==> src/rtl/first_fit_block_allocator_unit_assert.svh <==
// Assertion macros for the first-fit block allocator.
`ifndef FIRST_FIT_BLOCK_ALLOCATOR_UNIT_ASSERT_SVH
`define FIRST_FIT_BLOCK_ALLOCATOR_UNIT_ASSERT_SVH

// Check that cons holds in the same cycle as ante.
`define FFBA_ASSERT_NOW(label, clk, rst_n, ante, cons) \
	label: assert property (@(posedge clk) disable iff (!rst_n) (ante) |-> (cons)) \
		else $error("ffba assertion failed");

// Check that cons holds in the cycle after ante.
`define FFBA_ASSERT_NEXT(label, clk, rst_n, ante, cons) \
	label: assert property (@(posedge clk) disable iff (!rst_n) (ante) |=> (cons)) \
		else $error("ffba assertion failed");

`endif

==> src/rtl/ffba_pkg.sv <==
// Shared types and constants for the first-fit block allocator.
`timescale 1ns / 1ps

package ffba_pkg;

	localparam int unsigned MAX_BLOCKS   = 64;
	localparam int unsigned HEADER_BYTES = 24;
	localparam int unsigned IDX_W        = $clog2(MAX_BLOCKS);
	localparam int unsigned CNT_W        = $clog2(MAX_BLOCKS + 1);

	localparam logic [23:0] HEAP_LIMIT_RST = 24'd1048576;
	localparam logic [31:0] HEAP_BASE_RST  = 32'd65536;

	typedef enum logic {
		OP_ALLOC = 1'b0,
		OP_FREE  = 1'b1
	} op_t;

	typedef enum logic [2:0] {
		STAT_OK         = 3'd0,
		STAT_ZERO_SIZE  = 3'd1,
		STAT_HEAP_LIMIT = 3'd2,
		STAT_TABLE_FULL = 3'd3,
		STAT_BAD_FREE   = 3'd4
	} status_t;

	typedef enum logic {
		CFG_HEAP_BASE  = 1'b0,
		CFG_HEAP_LIMIT = 1'b1
	} cfg_idx_t;

	typedef enum logic [1:0] {
		S_IDLE,
		S_SCAN,
		S_DECIDE,
		S_FINISH
	} state_t;

	typedef struct packed {
		logic [23:0] offset;
		logic [23:0] size;
		logic        free;
	} entry_t;

	typedef struct packed {
		logic load_in;
		logic scan_en;
		logic decide;
		logic load_out;
	} ffba_cmd_t;

	typedef struct packed {
		logic scan_done;
		logic hit;
	} ffba_sts_t;

endpackage

==> src/rtl/ffba_ram.sv <==
// Generic single-port-write, registered-read RAM.
`timescale 1ns / 1ps

module ffba_ram #(
	parameter int unsigned WIDTH = 8,
	parameter int unsigned DEPTH = 16
) (
	input  logic                     clk,
	input  logic                     wr_en,
	input  logic [$clog2(DEPTH)-1:0] wr_addr,
	input  logic [WIDTH-1:0]         wr_data,
	input  logic [$clog2(DEPTH)-1:0] rd_addr,
	output logic [WIDTH-1:0]         rd_data
);

	logic [WIDTH-1:0] mem_q [DEPTH];

	always_ff @(posedge clk) begin
		if (wr_en) begin
			mem_q[wr_addr] <= wr_data;
		end
		rd_data <= mem_q[rd_addr];
	end

endmodule

==> src/rtl/ffba_dp.sv <==
// Datapath: request capture, block table scan, table update and result registers.
`timescale 1ns / 1ps

module ffba_dp import ffba_pkg::*; (
	input  logic        clk,
	input  logic        arst_n,
	input  logic        cfg_write,
	input  logic        cfg_index,
	input  logic [31:0] cfg_data,
	input  logic        op,
	input  logic [23:0] request_size,
	input  logic [31:0] free_address,
	input  ffba_cmd_t   cmd,
	output ffba_sts_t   sts,
	output logic [31:0] data_address,
	output logic [2:0]  status
);

	logic [31:0]      heap_base_q;
	logic [23:0]      heap_limit_q;
	logic [CNT_W-1:0] count_q;
	logic [24:0]      heap_top_q;

	op_t              op_q;
	logic [23:0]      req_q;
	logic [31:0]      addr_q;
	logic             skip_q;

	logic [CNT_W-1:0] issue_idx_q;
	logic             chk_vld_s1;
	logic [IDX_W-1:0] chk_idx_s1;

	logic             hit_q;
	logic [IDX_W-1:0] hit_idx_q;
	entry_t           hit_word_q;
	logic [31:0]      hit_daddr_q;

	logic [31:0]      res_addr_q;
	status_t          res_status_q;

	entry_t           rd_word;
	logic [31:0]      rd_daddr;
	logic             match;
	logic             hit_now;
	logic             exhausted;

	logic             wr_en;
	logic [IDX_W-1:0] wr_addr;
	entry_t           wr_word;
	logic [25:0]      need;
	logic             over;
	logic             full;
	logic [31:0]      app_daddr;
	logic [31:0]      dec_addr;
	status_t          dec_status;
	logic             dec_append;

	ffba_ram #(
		.WIDTH($bits(entry_t)),
		.DEPTH(MAX_BLOCKS)
	) u_table (
		.clk    (clk),
		.wr_en  (wr_en),
		.wr_addr(wr_addr),
		.wr_data(wr_word),
		.rd_addr(issue_idx_q[IDX_W-1:0]),
		.rd_data(rd_word)
	);

	always_ff @(posedge clk or negedge arst_n) begin
		if (!arst_n) begin
			heap_base_q  <= HEAP_BASE_RST;
			heap_limit_q <= HEAP_LIMIT_RST;
		end else if (cfg_write) begin
			case (cfg_idx_t'(cfg_index))
				CFG_HEAP_BASE:  heap_base_q  <= cfg_data;
				CFG_HEAP_LIMIT: heap_limit_q <= cfg_data[23:0];
				default:        heap_base_q  <= heap_base_q;
			endcase
		end
	end

	// Scan compare on the word from the registered table read port.
	always_comb begin
		rd_daddr  = heap_base_q + {8'd0, rd_word.offset} + 32'(HEADER_BYTES);
		if (op_q == OP_ALLOC) begin
			match = rd_word.free && (rd_word.size >= req_q);
		end else begin
			match = (rd_daddr == addr_q);
		end
		hit_now   = chk_vld_s1 && match;
		exhausted = (issue_idx_q >= count_q) && !chk_vld_s1;
		sts.hit       = hit_q;
		sts.scan_done = skip_q || hit_now || exhausted;
	end

	always_ff @(posedge clk or negedge arst_n) begin
		if (!arst_n) begin
			issue_idx_q <= '0;
			chk_vld_s1  <= 1'b0;
			hit_q       <= 1'b0;
		end else if (cmd.load_in) begin
			issue_idx_q <= '0;
			chk_vld_s1  <= 1'b0;
			hit_q       <= 1'b0;
		end else if (cmd.scan_en && !sts.scan_done) begin
			chk_vld_s1 <= issue_idx_q < count_q;
			if (issue_idx_q < count_q) begin
				issue_idx_q <= issue_idx_q + CNT_W'(1);
			end
		end else if (cmd.scan_en && hit_now) begin
			hit_q      <= 1'b1;
			chk_vld_s1 <= 1'b0;
		end
	end

	always_ff @(posedge clk) begin
		if (cmd.load_in) begin
			op_q   <= op_t'(op);
			req_q  <= request_size;
			addr_q <= free_address;
			skip_q <= (op_t'(op) == OP_ALLOC) ? (request_size == 24'd0)
				: (free_address == 32'd0);
		end
		if (cmd.scan_en) begin
			chk_idx_s1 <= issue_idx_q[IDX_W-1:0];
		end
		if (cmd.scan_en && hit_now) begin
			hit_idx_q   <= chk_idx_s1;
			hit_word_q  <= rd_word;
			hit_daddr_q <= rd_daddr;
		end
	end

	always_comb begin
		need       = {1'b0, heap_top_q} + 26'(HEADER_BYTES) + {2'd0, req_q};
		over       = need > {2'd0, heap_limit_q};
		full       = count_q == CNT_W'(MAX_BLOCKS);
		app_daddr  = heap_base_q + {8'd0, heap_top_q[23:0]} + 32'(HEADER_BYTES);
		wr_en      = 1'b0;
		wr_addr    = hit_idx_q;
		wr_word    = hit_word_q;
		dec_addr   = 32'd0;
		dec_status = STAT_OK;
		dec_append = 1'b0;
		if (op_q == OP_ALLOC) begin
			if (skip_q) begin
				dec_status = STAT_ZERO_SIZE;
			end else if (hit_q) begin
				wr_en        = 1'b1;
				wr_word.free = 1'b0;
				dec_addr     = hit_daddr_q;
			end else if (over) begin
				dec_status = STAT_HEAP_LIMIT;
			end else if (full) begin
				dec_status = STAT_TABLE_FULL;
			end else begin
				wr_en          = 1'b1;
				wr_addr        = count_q[IDX_W-1:0];
				wr_word.offset = heap_top_q[23:0];
				wr_word.size   = req_q;
				wr_word.free   = 1'b0;
				dec_addr       = app_daddr;
				dec_append     = 1'b1;
			end
		end else if (!skip_q) begin
			if (hit_q && !hit_word_q.free) begin
				wr_en        = 1'b1;
				wr_word.free = 1'b1;
			end else begin
				dec_status = STAT_BAD_FREE;
			end
		end
		wr_en = wr_en && cmd.decide;
	end

	always_ff @(posedge clk or negedge arst_n) begin
		if (!arst_n) begin
			count_q    <= '0;
			heap_top_q <= '0;
		end else if (cmd.decide && dec_append) begin
			count_q    <= count_q + CNT_W'(1);
			heap_top_q <= need[24:0];
		end
	end

	always_ff @(posedge clk) begin
		if (cmd.decide) begin
			res_addr_q   <= dec_addr;
			res_status_q <= dec_status;
		end
		if (cmd.load_out) begin
			data_address <= res_addr_q;
			status       <= res_status_q;
		end
	end

endmodule

==> src/rtl/ffba_ctrl.sv <==
// Controller: request sequencing and output valid.
`timescale 1ns / 1ps

module ffba_ctrl import ffba_pkg::*; (
	input  logic      clk,
	input  logic      arst_n,
	input  logic      in_valid,
	output logic      in_stall,
	output logic      out_valid,
	input  logic      out_stall,
	input  ffba_sts_t sts,
	output ffba_cmd_t cmd
);

	state_t state_q;
	state_t state_d;
	logic   out_valid_q;
	logic   out_free;

	assign out_free  = !out_valid_q || !out_stall;
	assign out_valid = out_valid_q;

	always_ff @(posedge clk or negedge arst_n) begin
		if (!arst_n) begin
			state_q     <= S_IDLE;
			out_valid_q <= 1'b0;
		end else begin
			state_q <= state_d;
			if (cmd.load_out) begin
				out_valid_q <= 1'b1;
			end else if (!out_stall) begin
				out_valid_q <= 1'b0;
			end
		end
	end

	always_comb begin
		state_d      = state_q;
		cmd          = '0;
		in_stall     = 1'b1;
		case (state_q)
			S_IDLE: begin
				in_stall = 1'b0;
				if (in_valid) begin
					cmd.load_in = 1'b1;
					state_d     = S_SCAN;
				end
			end
			S_SCAN: begin
				cmd.scan_en = 1'b1;
				if (sts.scan_done) begin
					state_d = S_DECIDE;
				end
			end
			S_DECIDE: begin
				cmd.decide = 1'b1;
				state_d    = S_FINISH;
			end
			S_FINISH: begin
				if (out_free) begin
					cmd.load_out = 1'b1;
					state_d      = S_IDLE;
				end
			end
			default: begin
				state_d = S_IDLE;
			end
		endcase
	end

endmodule

==> src/rtl/first_fit_block_allocator_unit.sv <==
// Top level of the first-fit block allocator.
// Input channel: in_valid/in_stall with op, request_size and free_address.
// An allocation reuses the first free table block large enough for the
// request, or appends a new block at the heap top; a free marks the block
// whose data address matches. Output channel: out_valid/out_stall with
// data_address and status, one word per input word.
// The block table sits in one RAM and is scanned one entry per cycle on its
// read port, followed by a table update and an output load. A zero request or
// a null free skips the scan. One word is worked on at a time; the next word
// is taken while a finished result waits in the output register. If the
// receiver stalls, the result holds and the next word stops before its
// output load. Reset empties the block table (count and heap top cleared, no
// clearing pass) and restores heap_base and heap_limit. The user must make
// configuration writes through cfg_write/cfg_index/cfg_data only while the
// block is idle; the block itself does not enforce this.
`timescale 1ns / 1ps

module first_fit_block_allocator_unit import ffba_pkg::*; (
	input  logic        clk,
	input  logic        arst_n,
	input  logic        cfg_write,
	input  logic        cfg_index,
	input  logic [31:0] cfg_data,
	input  logic        in_valid,
	output logic        in_stall,
	input  logic        op,
	input  logic [23:0] request_size,
	input  logic [31:0] free_address,
	output logic        out_valid,
	input  logic        out_stall,
	output logic [31:0] data_address,
	output logic [2:0]  status
);

	`include "first_fit_block_allocator_unit_assert.svh"

	ffba_cmd_t cmd;
	ffba_sts_t sts;

	ffba_ctrl u_ctrl (
		.clk      (clk),
		.arst_n   (arst_n),
		.in_valid (in_valid),
		.in_stall (in_stall),
		.out_valid(out_valid),
		.out_stall(out_stall),
		.sts      (sts),
		.cmd      (cmd)
	);

	ffba_dp u_dp (
		.clk         (clk),
		.arst_n      (arst_n),
		.cfg_write   (cfg_write),
		.cfg_index   (cfg_index),
		.cfg_data    (cfg_data),
		.op          (op),
		.request_size(request_size),
		.free_address(free_address),
		.cmd         (cmd),
		.sts         (sts),
		.data_address(data_address),
		.status      (status)
	);

	`FFBA_ASSERT_NEXT(a_busy_after_accept, clk, arst_n, in_valid && !in_stall, in_stall)
	`FFBA_ASSERT_NEXT(a_load_sets_valid, clk, arst_n, cmd.load_out, out_valid)
	`FFBA_ASSERT_NOW(a_fail_zero_addr, clk, arst_n, out_valid && status != STAT_OK,
		data_address == 32'd0)
	`FFBA_ASSERT_NOW(a_one_command, clk, arst_n, 1'b1, $onehot0(cmd))

endmodule

==> config.mk <==
export PLATFORM = sky130hd
export DESIGN_NAME = first_fit_block_allocator_unit
export DESIGN_NICKNAME = d
export VERILOG_FILES = /design/src/rtl/ffba_pkg.sv /design/src/rtl/ffba_ram.sv /design/src/rtl/ffba_dp.sv /design/src/rtl/ffba_ctrl.sv /design/src/rtl/first_fit_block_allocator_unit.sv
export VERILOG_INCLUDE_DIRS = /design/src /design/src/rtl
export SDC_FILE = /design/constraint.sdc
export NUM_CORES = 2
export LEC_CHECK = 0
export BUFFER_PORTS_ARGS = -buffer_cell sky130_fd_sc_hd__buf_2
export CAP_MARGIN = 30
export CELL_PAD_IN_SITES_DETAIL_PLACEMENT = 1
export CELL_PAD_IN_SITES_GLOBAL_PLACEMENT = 2
export CORE_MARGIN = 3
export CORE_UTILIZATION = 41
export CTS_CLUSTER_SIZE = 8
export DETAILED_ROUTE_END_ITERATION = 16
export GPL_TIMING_DRIVEN = 0
export PLACE_DENSITY = 0.69
export SETUP_SLACK_MARGIN = 0.5
export SLEW_MARGIN = 0
export SYNTH_ARGS = -nofsm -noshare
export SYNTH_HDL_FRONTEND = slang
export SYNTH_SLANG_ARGS = --single-unit
==> constraint.sdc <==
create_clock -name clk -period 8.1 [get_ports clk]
set_input_delay 1.62 -clock clk [delete_from_list [all_inputs] [get_ports clk]]
set_output_delay 1.62 -clock clk [all_outputs]
set_load 0.02 [all_outputs]
==> results.yml <==
final_layout:
  syn2layout_area_growth_pct: 22.0
  utilization_pct: 50.4
  drive_gt1_share_pct: 34.4
  nets: 8040
die:
  die_w_um: 589
  fp.coreArea_um2: 337000
  dieArea_um2: 346000
  die_h_um: 589
  start_util_pct: 41.3
  io_pins: 132
  rows: 213
timing:
  tightest_slew_ns: 1.05
  fin_crit_ns: 7.37
  setup_viol: 0
  finalWorstSetupSlack_ns: 0.726
  slew_headroom_pct: 29.8
  fin_skew_ns: 0.0711
  drv_slew: 0
  timing.fmax_ghz: 0.136
  min_period_over_period_pct: 91.0
  rsz0062_at_grt: "false"
  holdWs_ns: 0.419
  hold_violations: 0
clock_network:
  cts.htree.levels: 5
  cts_tree: "done"
  cts_made_buffers: 479
  clkSinkCount: 3506
  cts_hold_buffers: 0
  clk_pin_slew_ns: 0.05
  cts-root-buf: "clkbuf_16"
  clk_latency_ns: 0.98
  clockBufferDepth: 4
power:
  p_sw_uw: 17000
  swShare_pct: 30.5
  ir_drop_v: 0.000227
  p_leak_uw: 0.0557
  power_uw: 55900
  power.internal_uw: 38900
  combPwrFrac_pct: 26.0
  clkPwrFrac_pct: 32.9
  p_per_area_nw_per_um2: 329
  pwr-share-seq_pct: 41.1
setup_path:
  r2r-end: "u_dp.u_table.mem_q[30][31]$_DFFE_PP_"
  end_kind: "flop"
  timing.rr.start: "u_dp.req_q[1]$_DFFE_PP_"
  cp_data_required_time_ns: 8.81
  ff2ff_path_depth: 30
  start_kind: "flop"
  cp_max_fo: 10
  crit_type: "reg2reg"
  cpMostUsedCell: "buf_4"
  critPathSlowestCell: "a31oi_4"
  worstPathArrival_ns: 8.08
  slowest_delay_ns: 0.55
  r2r_slack_ns: 0.73
logic_synthesis:
  synthesis.instances: 6353
  synth_commonest_cells: "edfxtp_1, mux4_2, nand2_1, ha_1, clkbuf_1"
  yosysSeqAreaShare_pct: 75.0
  synth.cell_area_um2: 139000
  netlist_top_cells_area: "edfxtp_1, mux4_2, ha_1"
  synth_most_common_cell: "edfxtp_1"
  synth_enable_flop_cells: 3357
  post_synth.cell_area_avg_um2: 21.9
  synth_flop_cell: "edfxtp_1"
  netlist-cell-type-count: 90
  yosys_register_bits: 3506
  synth_warnings: 0
  synth_area_leader_cell: "edfxtp_1"
  synth_fp_nets: 6658
  yosys.area.top_type_share_pct: 72.5
  synthArstFlopShare_pct: 2.85
drt:
  drc: 0
  viasPerCell: 5.96
  drt_pass1_iterations: 6
  ant_nets: 0
  vias: 74704
  wl_per_cell_um: 35.4
  dr.first_iter.drc_count: 9961
  wirelength_um: 444000
hold_path:
  hold_depth: 0
  min_path_type: "reg2reg"
  holdPathEnd: "u_dp.data_address[10]$_DFFE_PP_"
  min-delay-start: "u_dp.res_addr_q[10]$_SDFFCE_PP0P_"
global_route:
  grt_max_degree: 69
  grt_pass1_wl_um: 618000
  grt_pass1_vias: 77167
  track_usage_pct: 25.4
  antenna_found_initial: 26
  grt_overflow: 0
place:
  io_buffers: 131
  post-dp-hpwl_um: 324000
  gp_congestion: 0.856
  dpl_worst_slack_ns: -0.630
flow_run:
  max_cap_violations: 0
status:
  outcome: "complete, no violations"
power by group through the flow:
stage               clock [µW]  sequential, µW  combinational (µW)
floorplan                    0           23200                8090
global placement             0           23800               12500
detailed placement           0           23300               14000
CTS                      18700           23000               14300
global route             19500           23000               15400
finish                   18400           23000               14500
final cells by class:
type / instances / area, µm²
Antenna cell: 7 / 17.5
Buffer: 307 / 1290
Clock buffer: 729 / 13000
Clock inverter: 25 / 527
Fill cell: 29902 / 167000
Inverter: 105 / 403
Multi-Input combinational cell: 2435 / 34500
Sequential cell: 3506 / 104000
Tap cell: 4515 / 5650
Timing Repair Buffer: 901 / 10000
worst max path at each step:
stage	from	endpoint	slack [ns]	cells past startpoint
after floorplan	u_dp.req_q[1]$_DFFE_PP_	u_dp.u_table.mem_q[16][0]$_DFFE_PP_	-0.75	27
after global placement	u_dp.heap_top_q[1]$_DFFE_PN0P_	u_dp.u_table.mem_q[1][44]$_DFFE_PP_	-9.44	26
after detailed placement	u_dp.heap_top_q[1]$_DFFE_PN0P_	u_dp.u_table.mem_q[11][45]$_DFFE_PP_	-0.63	30
after CTS	u_dp.heap_top_q[1]$_DFFE_PN0P_	u_dp.u_table.mem_q[30][34]$_DFFE_PP_	0.47	31
after global routing	u_dp.req_q[1]$_DFFE_PP_	u_dp.u_table.mem_q[56][30]$_DFFE_PP_	0.46	30
final	u_dp.req_q[1]$_DFFE_PP_	u_dp.u_table.mem_q[30][31]$_DFFE_PP_	0.73	30
cell families (layout without fill, tap and decap cells):
kind of cell,count (synthesis),after routing,share of synthesized area (%)
buffers and inverters,412,2067,1.14
other,0,7,0
muxes,1093,1093,17.2
AOI/OAI and AO/OA,385,385,1.86
DFF,3506,3506,75.0
and+or+nand+nor,633,633,2.19
xor gates and xnor gates,114,114,0.768
adders and majority gates,210,210,1.90
routing by layer:
layer  global-route usage (%)  vias to the layer above  wire length (µm)
met1                     35.5                    40634            177000
met4                     8.79                       16             17400
met3                     5.59                      767             41300
met5                        0                        -                97
li1                         -                    29498                 -
met2                     39.7                     3789            208000
timing repair:
item	4_1_cts	5_1_grt
setup endpoints to repair	3946	3086
cloned	0	0
pin swaps	48	5
gates resized for setup	99	26
buffers inserted	92	13
metrics by stage:
step | instance area [µm²] | cells | setup TNS, ns
global route | 170000 | 12524 | 0
floorplan | 139000 | 6353 | -2230.22
CTS | 169000 | 12491 | 0
detailed placement | 154000 | 11645 | -157.03
global placement | 145000 | 10999 | -
finish | 170000 | 12530 | 0
layout by cell type, fill, tap and decap left out, drive strengths merged, types with 97 or more instances in the layout:
master     n
edfxtp  3357
ha       207
nor2     100
nor3      97
buf     1000
mux4    1029
nand2    233
dfrtp     98
clkbuf   937
o21ai    113
inv      107
worst max-delay path, delay by kind of cell, from the launching register on:
family                     cells  cell delay [ns]
AOI/OAI and AO/OA             12             2.73
buffers and inverters          9             1.88
adders and majority gates      4             1.32
and+or+nand+nor                4             0.47
DFF                            1             0.41
xor gates and xnor gates       1             0.25
sequential cells by signal, summed over array words and instances, names as in the netlist, 2 cells and up:
| name | cells |
|---|---|
| u_dp.hit_daddr_q | 32 |
| u_dp.chk_idx_s1 | 6 |
| u_dp.issue_idx_q | 7 |
| u_dp.u_table.rd_data | 49 |
| u_dp.count_q | 7 |
| u_dp.u_table.mem_q | 3136 |
| u_dp.heap_limit_q | 24 |
| u_dp.res_addr_q | 32 |
| u_ctrl.state_q | 2 |
| u_dp.status | 3 |
| u_dp.req_q | 24 |
| u_dp.heap_top_q | 25 |
| u_dp.res_status_q | 3 |
| u_dp.data_address | 32 |
| u_dp.addr_q | 32 |
| u_dp.hit_idx_q | 6 |
| u_dp.hit_word_q | 49 |
| u_dp.heap_base_q | 32 |
No activity file was read; power rests on OpenSTA's default activity.
